--- src/bpu_pkg.sv ---
`timescale 1ns / 1ps
`default_nettype none

package bpu_pkg;

   // colour lanes, in result order
   localparam int unsigned LANE_CNT = 4;
   localparam int unsigned LANE_RED = 0;
   localparam int unsigned LANE_GREEN = 1;
   localparam int unsigned LANE_BLUE = 2;
   localparam int unsigned LANE_ALPHA = 3;

   localparam int unsigned WORD_W = 32;
   localparam int unsigned COMP_W = 8;
   localparam int unsigned POS_W = 6;
   localparam int unsigned NUM_W = 15;
   localparam int unsigned RECIP_W = 24;
   localparam int unsigned RECIP_SHIFT = 23;

   typedef logic [WORD_W-1:0] word_type;
   typedef logic [COMP_W-1:0] comp_type;
   typedef logic [POS_W-1:0] pos_type;

   // register indexes of the control port
   typedef enum logic [2:0] {
      CSR_WIDE_PIXEL_MODE  = 3'd0,
      CSR_BITFIELDS_ENABLE = 3'd1,
      CSR_RED_MASK         = 3'd2,
      CSR_GREEN_MASK       = 3'd3,
      CSR_BLUE_MASK        = 3'd4,
      CSR_ALPHA_MASK       = 3'd5
   } csr_index_type;

   // register reset values
   localparam logic     RST_WIDE_PIXEL_MODE = 1'b1;
   localparam logic     RST_BITFIELDS_ENABLE = 1'b0;
   localparam word_type RST_RED_MASK = 32'h00FF_0000;
   localparam word_type RST_GREEN_MASK = 32'h0000_FF00;
   localparam word_type RST_BLUE_MASK = 32'h0000_00FF;
   localparam word_type RST_ALPHA_MASK = 32'h0000_0000;

   localparam comp_type OPAQUE_ALPHA = 8'hFF;

   // ceil(2^23 / (2^n - 1)) for short fields of n = 1..7 bits
   localparam logic [RECIP_W-1:0] RECIP_TBL [8] = '{
      24'd0, 24'd8388608, 24'd2796203, 24'd1198373,
      24'd559241, 24'd270601, 24'd133153, 24'd66053
   };

   // number of zero bits below the lowest one, word width for zero
   function automatic pos_type trail_zeros(input word_type value);
      pos_type cnt;
      cnt = pos_type'(WORD_W);
      for (int i = WORD_W - 1; i >= 0; i--) begin
         if (value[i]) begin
            cnt = pos_type'(i);
         end
      end
      return cnt;
   endfunction

endpackage

`default_nettype wire

--- src/bpu_ifs.sv ---
`timescale 1ns / 1ps
`default_nettype none

// pixel request channel
interface bpu_req_if;
   logic               valid;
   logic               ready;
   bpu_pkg::word_type  pixel_word;

   modport source (output valid, output pixel_word, input ready);
   modport sink (input valid, input pixel_word, output ready);
endinterface

// colour result channel
interface bpu_rsp_if;
   logic               valid;
   logic               ready;
   bpu_pkg::comp_type  red;
   bpu_pkg::comp_type  green;
   bpu_pkg::comp_type  blue;
   bpu_pkg::comp_type  alpha;

   modport source (output valid, output red, output green, output blue, output alpha,
                   input ready);
   modport sink (input valid, input red, input green, input blue, input alpha,
                 output ready);
endinterface

// register write channel
interface bpu_csr_if;
   logic                    valid;
   logic                    ready;
   bpu_pkg::csr_index_type  index;
   bpu_pkg::word_type       data;

   modport source (output valid, output index, output data, input ready);
   modport sink (input valid, input index, input data, output ready);
endinterface

`default_nettype wire

--- src/bmp_pixel_unpack_core.sv ---
`timescale 1ns / 1ps
`default_nettype none

// bmp_pixel_unpack_core: raw BMP pixel word to 8-bit red, green, blue, alpha
//
// req_if carries one 32-bit pixel per request; rsp_if returns the four
// components; csr_if writes the mode bits and the four channel masks, one
// register per write, and is always ready. The user must write registers only
// while no request is in flight; the block itself does not enforce it.
//
// Five register stages; a new request is taken every cycle unless a receiver
// stall holds the pipeline. The stages are the mask position search, the field
// shift, the run-length count, the 8-bit take or the short-field numerator, and
// a 15x24 reciprocal multiply for short fields.
//
// All stages advance together whenever the output register is empty or being
// taken, so a receiver stall holds every stage and drops req_if.ready.
// Reset empties the pipeline and loads the register defaults: 32-bit pixels,
// fixed byte order, masks for red, green and blue bytes, no alpha.

module bmp_pixel_unpack_core (
   input  wire logic  clock,
   input  wire logic  reset,
   bpu_req_if.sink    req_if,
   bpu_rsp_if.source  rsp_if,
   bpu_csr_if.sink    csr_if
);
   import bpu_pkg::*;

   // configuration registers
   logic     wide_ff;
   logic     bfen_ff;
   word_type mask_ff [LANE_CNT];

   // pipeline control
   logic     adv;
   logic     v1_ff, v2_ff, v3_ff, v4_ff, v5_ff;

   // fixed byte order result and mode select, carried alongside
   word_type fix1_ff, fix2_ff, fix3_ff, fix4_ff, fix_in;
   logic     bf1_ff, bf2_ff, bf3_ff, bf4_ff, bf_in;

   // stage 1: word, masks and run positions
   word_type word1_ff;
   word_type mask1_ff [LANE_CNT];
   pos_type  pos1_ff [LANE_CNT];
   pos_type  pos_in [LANE_CNT];

   // stage 2: field shifted down
   word_type wsh2_ff [LANE_CNT];
   word_type msh2_ff [LANE_CNT];
   logic     zero2_ff [LANE_CNT];
   word_type wsh_in [LANE_CNT];
   word_type msh_in [LANE_CNT];

   // stage 3: isolated field and its width
   word_type x3_ff [LANE_CNT];
   pos_type  wid3_ff [LANE_CNT];
   logic     zero3_ff [LANE_CNT];
   word_type x_in [LANE_CNT];
   pos_type  wid_in [LANE_CNT];

   // stage 4: long-field byte or short-field numerator and reciprocal
   comp_type top4_ff [LANE_CNT];
   logic [NUM_W-1:0] num4_ff [LANE_CNT];
   logic [RECIP_W-1:0] rcp4_ff [LANE_CNT];
   logic     long4_ff [LANE_CNT];
   logic     zero4_ff [LANE_CNT];
   comp_type top_in [LANE_CNT];
   logic [NUM_W-1:0] num_in [LANE_CNT];
   logic [RECIP_W-1:0] rcp_in [LANE_CNT];
   logic     long_in [LANE_CNT];

   // stage 5: output register
   comp_type out5_ff [LANE_CNT];
   comp_type out_in [LANE_CNT];
   logic [NUM_W+RECIP_W-1:0] prod [LANE_CNT];

   assign adv = !v5_ff || rsp_if.ready;
   assign req_if.ready = adv;
   assign csr_if.ready = 1'b1;

   // register writes
   always_ff @(posedge clock) begin
      if (reset) begin
         wide_ff <= RST_WIDE_PIXEL_MODE;
         bfen_ff <= RST_BITFIELDS_ENABLE;
         mask_ff[LANE_RED] <= RST_RED_MASK;
         mask_ff[LANE_GREEN] <= RST_GREEN_MASK;
         mask_ff[LANE_BLUE] <= RST_BLUE_MASK;
         mask_ff[LANE_ALPHA] <= RST_ALPHA_MASK;
      end else if (csr_if.valid) begin
         case (csr_if.index)
            CSR_WIDE_PIXEL_MODE: begin
               wide_ff <= csr_if.data[0];
            end
            CSR_BITFIELDS_ENABLE: begin
               bfen_ff <= csr_if.data[0];
            end
            CSR_RED_MASK: begin
               mask_ff[LANE_RED] <= csr_if.data;
            end
            CSR_GREEN_MASK: begin
               mask_ff[LANE_GREEN] <= csr_if.data;
            end
            CSR_BLUE_MASK: begin
               mask_ff[LANE_BLUE] <= csr_if.data;
            end
            CSR_ALPHA_MASK: begin
               mask_ff[LANE_ALPHA] <= csr_if.data;
            end
            default: begin
            end
         endcase
      end
   end

   // valid bits
   always_ff @(posedge clock) begin
      if (reset) begin
         v1_ff <= 1'b0;
         v2_ff <= 1'b0;
         v3_ff <= 1'b0;
         v4_ff <= 1'b0;
         v5_ff <= 1'b0;
      end else if (adv) begin
         v1_ff <= req_if.valid;
         v2_ff <= v1_ff;
         v3_ff <= v2_ff;
         v4_ff <= v3_ff;
         v5_ff <= v4_ff;
      end
   end

   // fixed byte order regrouped into lane order, and mode at entry
   always_comb begin
      bf_in = wide_ff && bfen_ff;
      fix_in = {wide_ff ? req_if.pixel_word[31:24] : OPAQUE_ALPHA,
                req_if.pixel_word[7:0], req_if.pixel_word[15:8],
                req_if.pixel_word[23:16]};
   end

   // per-lane datapath logic
   always_comb begin
      for (int l = 0; l < LANE_CNT; l++) begin
         pos_in[l] = trail_zeros(mask_ff[l]);
         wsh_in[l] = word1_ff >> pos1_ff[l];
         msh_in[l] = mask1_ff[l] >> pos1_ff[l];
         // low run of ones: msh with everything from the first zero upward cleared
         x_in[l] = wsh2_ff[l] & msh2_ff[l] & ~(msh2_ff[l] + word_type'(1));
         wid_in[l] = trail_zeros(~msh2_ff[l]);
         long_in[l] = wid3_ff[l] >= pos_type'(COMP_W);
         top_in[l] = comp_type'(x3_ff[l] >> (wid3_ff[l] - pos_type'(COMP_W)));
         num_in[l] = {x3_ff[l][6:0], 8'd0} - {8'd0, x3_ff[l][6:0]};
         rcp_in[l] = RECIP_TBL[wid3_ff[l][2:0]];
         prod[l] = {{RECIP_W{1'b0}}, num4_ff[l]} * {{NUM_W{1'b0}}, rcp4_ff[l]};
         if (zero4_ff[l]) begin
            out_in[l] = '0;
         end else if (long4_ff[l]) begin
            out_in[l] = top4_ff[l];
         end else begin
            out_in[l] = prod[l][RECIP_SHIFT +: COMP_W];
         end
         if (!bf4_ff) begin
            out_in[l] = fix4_ff[l*COMP_W +: COMP_W];
         end
      end
   end

   // pipeline data registers
   always_ff @(posedge clock) begin
      if (adv) begin
         word1_ff <= req_if.pixel_word;
         fix1_ff <= fix_in;
         bf1_ff <= bf_in;
         fix2_ff <= fix1_ff;
         bf2_ff <= bf1_ff;
         fix3_ff <= fix2_ff;
         bf3_ff <= bf2_ff;
         fix4_ff <= fix3_ff;
         bf4_ff <= bf3_ff;
         for (int l = 0; l < LANE_CNT; l++) begin
            mask1_ff[l] <= mask_ff[l];
            pos1_ff[l] <= pos_in[l];
            wsh2_ff[l] <= wsh_in[l];
            msh2_ff[l] <= msh_in[l];
            zero2_ff[l] <= mask1_ff[l] == '0;
            x3_ff[l] <= x_in[l];
            wid3_ff[l] <= wid_in[l];
            zero3_ff[l] <= zero2_ff[l];
            top4_ff[l] <= top_in[l];
            num4_ff[l] <= num_in[l];
            rcp4_ff[l] <= rcp_in[l];
            long4_ff[l] <= long_in[l];
            zero4_ff[l] <= zero3_ff[l];
            out5_ff[l] <= out_in[l];
         end
      end
   end

   // result channel, one lane per component
   assign rsp_if.valid = v5_ff;
   assign rsp_if.red = out5_ff[LANE_RED];
   assign rsp_if.green = out5_ff[LANE_GREEN];
   assign rsp_if.blue = out5_ff[LANE_BLUE];
   assign rsp_if.alpha = out5_ff[LANE_ALPHA];

endmodule

`default_nettype wire
--- src/flat_wrapper.sv ---
// flat-port wrapper written by rule: the top's interface ports become plain ports
module bmp_pixel_unpack_core_flat import bpu_pkg::*;
  (clock, reset, req_if_valid, req_if_pixel_word, req_if_ready, rsp_if_valid, rsp_if_red, rsp_if_green, rsp_if_blue, rsp_if_alpha, rsp_if_ready, csr_if_valid, csr_if_index, csr_if_data, csr_if_ready);
  bpu_req_if req_if_i ();
  bpu_rsp_if rsp_if_i ();
  bpu_csr_if csr_if_i ();
  input  wire logic clock;
  input  wire logic reset;
  input wire logic [$bits(req_if_i.valid)-1:0] req_if_valid;
  input wire logic [$bits(req_if_i.pixel_word)-1:0] req_if_pixel_word;
  output wire logic [$bits(req_if_i.ready)-1:0] req_if_ready;
  output wire logic [$bits(rsp_if_i.valid)-1:0] rsp_if_valid;
  output wire logic [$bits(rsp_if_i.red)-1:0] rsp_if_red;
  output wire logic [$bits(rsp_if_i.green)-1:0] rsp_if_green;
  output wire logic [$bits(rsp_if_i.blue)-1:0] rsp_if_blue;
  output wire logic [$bits(rsp_if_i.alpha)-1:0] rsp_if_alpha;
  input wire logic [$bits(rsp_if_i.ready)-1:0] rsp_if_ready;
  input wire logic [$bits(csr_if_i.valid)-1:0] csr_if_valid;
  input wire logic [$bits(csr_if_i.index)-1:0] csr_if_index;
  input wire logic [$bits(csr_if_i.data)-1:0] csr_if_data;
  output wire logic [$bits(csr_if_i.ready)-1:0] csr_if_ready;
  assign req_if_i.valid = req_if_valid;
  assign req_if_i.pixel_word = req_if_pixel_word;
  assign req_if_ready = req_if_i.ready;
  assign rsp_if_valid = rsp_if_i.valid;
  assign rsp_if_red = rsp_if_i.red;
  assign rsp_if_green = rsp_if_i.green;
  assign rsp_if_blue = rsp_if_i.blue;
  assign rsp_if_alpha = rsp_if_i.alpha;
  assign rsp_if_i.ready = rsp_if_ready;
  assign csr_if_i.valid = csr_if_valid;
  assign csr_if_i.index = csr_if_index;
  assign csr_if_i.data = csr_if_data;
  assign csr_if_ready = csr_if_i.ready;
  bmp_pixel_unpack_core u_core (.clock(clock), .reset(reset), .req_if(req_if_i), .rsp_if(rsp_if_i), .csr_if(csr_if_i));
endmodule
--- config.mk ---
export PLATFORM = sky130hd
export DESIGN_NAME = bmp_pixel_unpack_core_flat
export DESIGN_NICKNAME = d
export VERILOG_FILES = /design/src/bpu_pkg.sv /design/src/bpu_ifs.sv /design/src/bmp_pixel_unpack_core.sv /design/src/flat_wrapper.sv
export SDC_FILE = /design/constraint.sdc
export NUM_CORES = 2
export LEC_CHECK = 0
export BUFFER_PORTS_ARGS = -buffer_cell sky130_fd_sc_hd__buf_2
export CORE_ASPECT_RATIO = 1.2
export CORE_UTILIZATION = 25
export CTS_CLUSTER_SIZE = 10
export DETAILED_ROUTE_END_ITERATION = 6
export HOLD_SLACK_MARGIN = 0.02
export PLACE_DENSITY = 0.36
export SETUP_SLACK_MARGIN = 0.5
export SLEW_MARGIN = 5
export SYNTH_ARGS = -nofsm -noshare
export SYNTH_HDL_FRONTEND = slang
export SYNTH_SLANG_ARGS = --single-unit
--- constraint.sdc ---
create_clock -name clock -period 24.8 [get_ports clock]
set_clock_uncertainty 0.15 [all_clocks]
set_input_delay 2.48 -clock clock [delete_from_list [all_inputs] [get_ports clock]]
set_output_delay 2.48 -clock clock [all_outputs]
set_load 0.02 [all_outputs]
* After elaboration in Yosys (flattened, before gate mapping)
Memories as Yosys holds them, arrays and structs flattened.
Cells that the tools add are included.
** Storage, ports and cells
- RAM bits :: 924
- Bits in registers :: 171
- Bits in latches :: 0
- Output and inout port bits :: 35
- Memories :: 19
- Bits in read-only memories :: 768
** Memory list
- (name not given) :: words 8, bits a word 24, rd ports 1, clocked after Yosys merged registers in 0, wr ports 0, line bmp_pixel_unpack_core.sv:155 : rcp_in[l] = RECIP_TBL[wid3_ff[l][2:0]];
- (name not given) :: words 8, bits a word 24, rd ports 1, clocked after Yosys merged registers in 0, wr ports 0, line bmp_pixel_unpack_core.sv:155
- (name not given) :: words 8, bits a word 24, rd ports 1, clocked after Yosys merged registers in 0, wr ports 0, line bmp_pixel_unpack_core.sv:155
- (name not given) :: words 8, bits a word 24, rd ports 1, clocked after Yosys merged registers in 0, wr ports 0, line bmp_pixel_unpack_core.sv:155
- u_core.mask1_ff :: words 4, bits a word 32, rd ports 4, clocked after Yosys merged registers in 0, wr ports 4, line bmp_pixel_unpack_core.sv:45 : word_type mask1_ff [LANE_CNT];
- u_core.mask_ff :: words 4, bits a word 32, rd ports 4, clocked after Yosys merged registers in 0, wr ports 4, line bmp_pixel_unpack_core.sv:33 : word_type mask_ff [LANE_CNT];
- +13 memories
** Cells by class
- Add/subtract/negate cells :: 12
- Equality and inequality tests :: 5
- Magnitude comparators :: 8
- Multiplexer cells :: 300
- Bitwise operators :: 24
- Reductions and logical operators :: 10
- Div/mod/pow operators :: 0
- Shift-type cells :: 12
- $mul :: 4
** Operator list (number)
- 2-to-1 mux 6 bit :: 256
- AND 32 bit :: 8
- inverter 32 bit :: 8
- right shift 32 x 6 -> 32 bit :: 8
- 2-to-1 mux 24 bit :: 8
- adder 32 x 1 -> 32 bit (second input constant) :: 4
- zero test 32 bit :: 4
- 2-to-1 mux 32 bit :: 4
- right shift 32 x 6 -> 8 bit :: 4
- multiplier 15 x 24 -> 31 bit :: 4
- 2-to-1 mux 8 bit :: 12
- subtractor 15 x 7 -> 15 bit :: 4
- greater-or-equal comparator 6 x 4 -> 1 bit (second input constant) :: 4
- subtractor 6 x 4 -> 6 bit (second input constant) :: 4
- 2-to-1 mux 1 bit :: 20
- greater-or-equal comparator 4 bit (second input constant) :: 4
- inverter 3 -> 4 bit :: 4
- equality test 3 x 2 -> 1 bit (second input constant) :: 2
- equality test 3 bit (second input constant) :: 2
- bitwise OR 1 bit :: 4
- AND reduction 2 bit :: 2
- equality test 3 x 1 -> 1 bit (second input constant) :: 1
- zero test 3 bit :: 1
- logical AND 1 bit :: 1
- other kinds (2) :: 2

* Longest topological paths before layout
An unclocked memory read counts as a cell.
- Depth in word-level cells :: 34
- Gate-level depth with buffers :: 23
- Mapped depth without buffers :: 23

* Worst setup path after synthesis
Ideal clock, no wire load.
- Path kind :: input -> output
- Start point :: input rsp_if_ready
- End point :: output req_if_ready
- Arrival time :: 19.976 ns
- Cell stages on the path :: 3
- Setup slack :: 2.194 ns
- Buffers on the path :: 1
- Cell sequence :: nor2b_1 clkbuf_1 inv_1
** Between the ends
- Word-level cells in the longest chain between the ends :: 1
** RTL lines
- from (decl) :: line flat_wrapper.sv:17 : input wire logic [$bits(rsp_if_i.ready)-1:0] rsp_if_ready;
- logical OR 1 bit :: line bmp_pixel_unpack_core.sv:79 : assign adv = !v5_ff || rsp_if.ready;
- to (decl) :: line flat_wrapper.sv:11 : output wire logic [$bits(req_if_i.ready)-1:0] req_if_ready;
No other way between the ends.

==> impl_metrics.json <==
{
  "outcome": "complete, no violations",
  "vdd_drop_max_mv": 0.0423,
  "critical_path_cell_by_cell": "and2_1, fa_1, inv_1, fa_1, inv_1, fa_1, fa_1, fa_1, inv_1, fa_1, inv_1, ha_1, o21ai_0, o21ai_0, a221oi_1, o21ai_0, o21ai_0, o2111ai_1, a21oi_1, xor2_1, o22ai_1",
  "multiInputGateArea_um2": 50300,
  "worst-endpoint-required_ns": 25.20,
  "mapped_area_um2": 87300,
  "drive_gt1_share_pct": 9.64,
  "ctsHoldBuffers": 0,
  "cts.sinks": 1031,
  "clockRootBuffer": "sky130_fd_sc_hd__clkbuf_16",
  "synth_area_per_cell_um2": 10.9,
  "grt_first_pass_wirelength_um": 419000,
  "cts_max_level": 4,
  "chipWidth_um": 541,
  "period_needed_ns": 7.14,
  "cp_max_fo": 13,
  "track_usage_pct": 15.8,
  "finish.net_count": 9254,
  "syn_inst": 8026,
  "report.final.setup_viol": 0,
  "regArea_um2": 30900,
  "path_buf_inv": 4,
  "global_route.overflow_total": 0,
  "drtPass1Iterations": 7,
  "period_utilization_post_route_pct": 28.8,
  "yosys.cell_types.count": 80,
  "die_height_um": 649,
  "io_pins": 107,
  "dpl.cell_count": 12456,
  "layout.cells.non_filler": 12670,
  "first_global_vias": 62698,
  "crit_path_top_delay_cell": "sky130_fd_sc_hd__a221oi_1",
  "p_leak_uw": 0.0412,
  "maxSlewHeadroom_pct": 8.69,
  "hold_path_class": "reg -> reg",
  "timing.critical_path.arrival_ns": 7.54,
  "crit_family": "adder cells",
  "cap_viol_max_count": 0,
  "power_per_cell_area_nw_per_um2": 73.5,
  "synth_ff_type": "sky130_fd_sc_hd__edfxtp_1",
  "finalInstanceArea_um2": 96700,
  "number_of_antenna_violations_at_the_first_check_in_global_routing": 27,
  "cts_repair_resize_count": 0,
  "synth_top_area_cell": "sky130_fd_sc_hd__edfxtp_1",
  "p_sw_share_pct": 38.2,
  "timing_worst_setup_path_type": "reg -> reg",
  "synthDominantCellAreaShare_pct": 35.2,
  "fp.coreArea_um2": 347000,
  "cts.path.max_buffers": 4,
  "initial_utilization_pct": 25.1,
  "worst_setup_path_end_kind": "flip-flop",
  "design.die.area_um2": 352000,
  "final_max_slew_viol_count": 0,
  "net-switching-power_uw": 2710,
  "finalHoldViolations": 0,
  "cp-start-kind": "flip-flop",
  "async_flop_share_pct": 0,
  "clockPowerShare_pct": 26.3,
  "clock_insertion_delay_at_the_later_pin_of_the_skew_report_ns": 0.82,
  "first_iter_violations": 3594,
  "gp_routability_congestion": 0.833,
  "setup_repair_after_global_routing_missed_its_margin": "no",
  "grt_max_degree": 164,
  "tritoncts_clock_tree": "built",
  "synth_area_leaders": "sky130_fd_sc_hd__edfxtp_1 (35%), sky130_fd_sc_hd__fa_1 (17%), sky130_fd_sc_hd__ha_1 (6.9%)",
  "tns_ns": 0,
  "cts_post_setup_buffers_inserted": 0,
  "clkSlewWorstSetupHoldPaths_ns": 0.06,
  "yosysSeqAreaShare_pct": 35.4,
  "timing.final.ws_setup_ns": 17.66,
  "synth.top_cells.by_count": "sky130_fd_sc_hd__inv_1 (1149), sky130_fd_sc_hd__edfxtp_1 (1024), sky130_fd_sc_hd__fa_1 (760)",
  "power.internal_uw": 4390,
  "achievable-frequency_ghz": 0.140,
  "highest_cell_delay_on_the_worst_timing_path_ns": 0.72,
  "std_cell_rows": 237,
  "ant_nets": 0,
  "share_seq_of_total_power_pct": 35.5,
  "detail_route.wirelength_um": 280000,
  "total_via_count_in_the_routed_design": 58244,
  "worst-slew-pin-transition_ns": 1.37,
  "synth-seq-cells": 1031,
  "critPathMostFrequentCell": "sky130_fd_sc_hd__fa_1",
  "pre_cts_ws_ns": 17.41,
  "p_comb_share_pct": 38.1,
  "placement.cell_area_um2": 92600,
  "drt_drc_violations_left": 0,
  "wire_per_inst_um": 22.1,
  "viasPerCell": 4.60,
  "layout.filler_cells": 36381,
  "synthToLayoutAreaGrowth_pct": 10.7,
  "detailedPlacementHpwl_um": 216000,
  "yosys_warning_count": 0,
  "synth-edff-count": 1024,
  "numCtsBuffers": 140,
  "post_synth_net_total": 9342,
  "buffer_ports.inserted": 105,
  "synth.most_common_cell": "sky130_fd_sc_hd__inv_1"
}
-- cell usage in the layout (no fill, tap or decap), types with 19 or more instances in the layout --
cell / instances
sky130_fd_sc_hd__nand2_1: 542
sky130_fd_sc_hd__ha_1: 484
sky130_fd_sc_hd__xor2_1: 23
sky130_fd_sc_hd__o22ai_1: 49
sky130_fd_sc_hd__and2_1: 691
sky130_fd_sc_hd__buf_4: 81
sky130_fd_sc_hd__fa_1: 760
sky130_fd_sc_hd__clkbuf_1: 27
sky130_fd_sc_hd__mux4_2: 264
sky130_fd_sc_hd__o21a_1: 22
sky130_fd_sc_hd__clkbuf_16: 145
sky130_fd_sc_hd__a21oi_1: 339
sky130_fd_sc_hd__a31oi_1: 30
sky130_fd_sc_hd__mux2i_1: 281
sky130_fd_sc_hd__nand3_1: 62
sky130_fd_sc_hd__buf_2: 105
sky130_fd_sc_hd__nor2b_1: 102
sky130_fd_sc_hd__nor3_1: 68
sky130_fd_sc_hd__xnor2_1: 79
sky130_fd_sc_hd__and4_1: 20
sky130_fd_sc_hd__and3_1: 58
sky130_fd_sc_hd__a211o_1: 20
sky130_fd_sc_hd__mux2_2: 98
sky130_fd_sc_hd__nand4_1: 53
sky130_fd_sc_hd__nor2_1: 702
sky130_fd_sc_hd__a21o_1: 19
sky130_fd_sc_hd__nor4_1: 62
sky130_fd_sc_hd__edfxtp_1: 1024
sky130_fd_sc_hd__or2_2: 22
sky130_fd_sc_hd__nand2b_1: 61
sky130_fd_sc_hd__a211oi_1: 111
sky130_fd_sc_hd__inv_1: 1148
sky130_fd_sc_hd__o21ai_0: 170
-- final timing paths --
path	slack, ns	start	to	depth (start not counted)
setup / recovery	17.66	u_core.rcp4_ff[2][18]	u_core.out5_ff[2][7]	21
hold / removal	0.23	u_core.fix2_ff[29]	u_core.fix3_ff[29]	0
setup reg to reg	17.66	u_core.rcp4_ff[2][18]	u_core.out5_ff[2][7]	21
hold reg to reg	0.23	u_core.fix2_ff[29]	u_core.fix3_ff[29]	0
-- stage by stage --
stage	utilization, %	total power [uW]	hold WS [ns]
3_5_place_dp	26.7	5330	0.255
2_1_floorplan	-	4330	0.250
4_1_cts	27.8	7270	0.233
5_1_grt	27.8	7670	0.244
3_3_place_gp	26.7	5330	0.251
6_report	27.8	7100	0.232
-- routing by layer --
| metal | track usage [%] | vias to the layer above | routed length [um] |
|---|---|---|---|
| met5 | 0 | - | 21 |
| met4 | 4.25 | 4 | 7130 |
| met3 | 1.27 | 322 | 8410 |
| met2 | 27.1 | 1088 | 138000 |
| met1 | 21.3 | 29640 | 127000 |
| li1 | - | 27190 | - |
-- state kept, by name, summed over array words and instances, names as in the netlist, 8 cells and up --
register         flops
u_core.fix4_ff      32
u_core.out5_ff      32
u_core.mask_ff     128
u_core.top4_ff      32
u_core.fix2_ff      32
u_core.num4_ff      60
u_core.wid3_ff      24
u_core.fix1_ff       8
u_core.rcp4_ff      56
u_core.word1_ff     32
u_core.msh2_ff     128
u_core.pos1_ff      24
u_core.fix3_ff      32
u_core.mask1_ff    128
u_core.x3_ff       128
u_core.wsh2_ff     128
-- cell type report --
| class | count | share of cell area (%) |
|---|---|---|
| Antenna cell | 11 | 0.0285 |
| Clock buffer | 172 | 3.86 |
| Clock inverter | 31 | 0.327 |
| Inverter | 1163 | 4.52 |
| Multi-Input combinational cell | 5413 | 52.0 |
| Sequential cell | 1031 | 32.0 |
| Tap cell | 4660 | 6.03 |
| Timing Repair Buffer | 189 | 1.23 |
-- power groups by stage --
| stage | registers (uW) | logic (uW) | clock network (uW) |
|---|---|---|---|
| after detailed placement | 2570 | 2770 | 0 |
| after CTS | 2530 | 2790 | 1940 |
| after global placement | 2560 | 2770 | 0 |
| after floorplan | 2300 | 2030 | 0 |
| after global routing | 2560 | 3120 | 1990 |
| final | 2520 | 2710 | 1870 |
-- kinds of logic (layout without fill, tap and decap cells) --
family,Yosys count,in the layout,share of synthesized area (%)
and+or+nand+nor,2500,2500,14.3
buffers and inverters,1582,1555,7.01
adders and majority gates,1244,1244,24.4
DFF,1031,1031,35.4
AOI/OAI and AO/OA,923,923,6.61
muxes,643,643,11.3
xor gates and xnor gates,102,102,1.02
other,1,12,0.00430
Power figures use the tool's default switching activity.
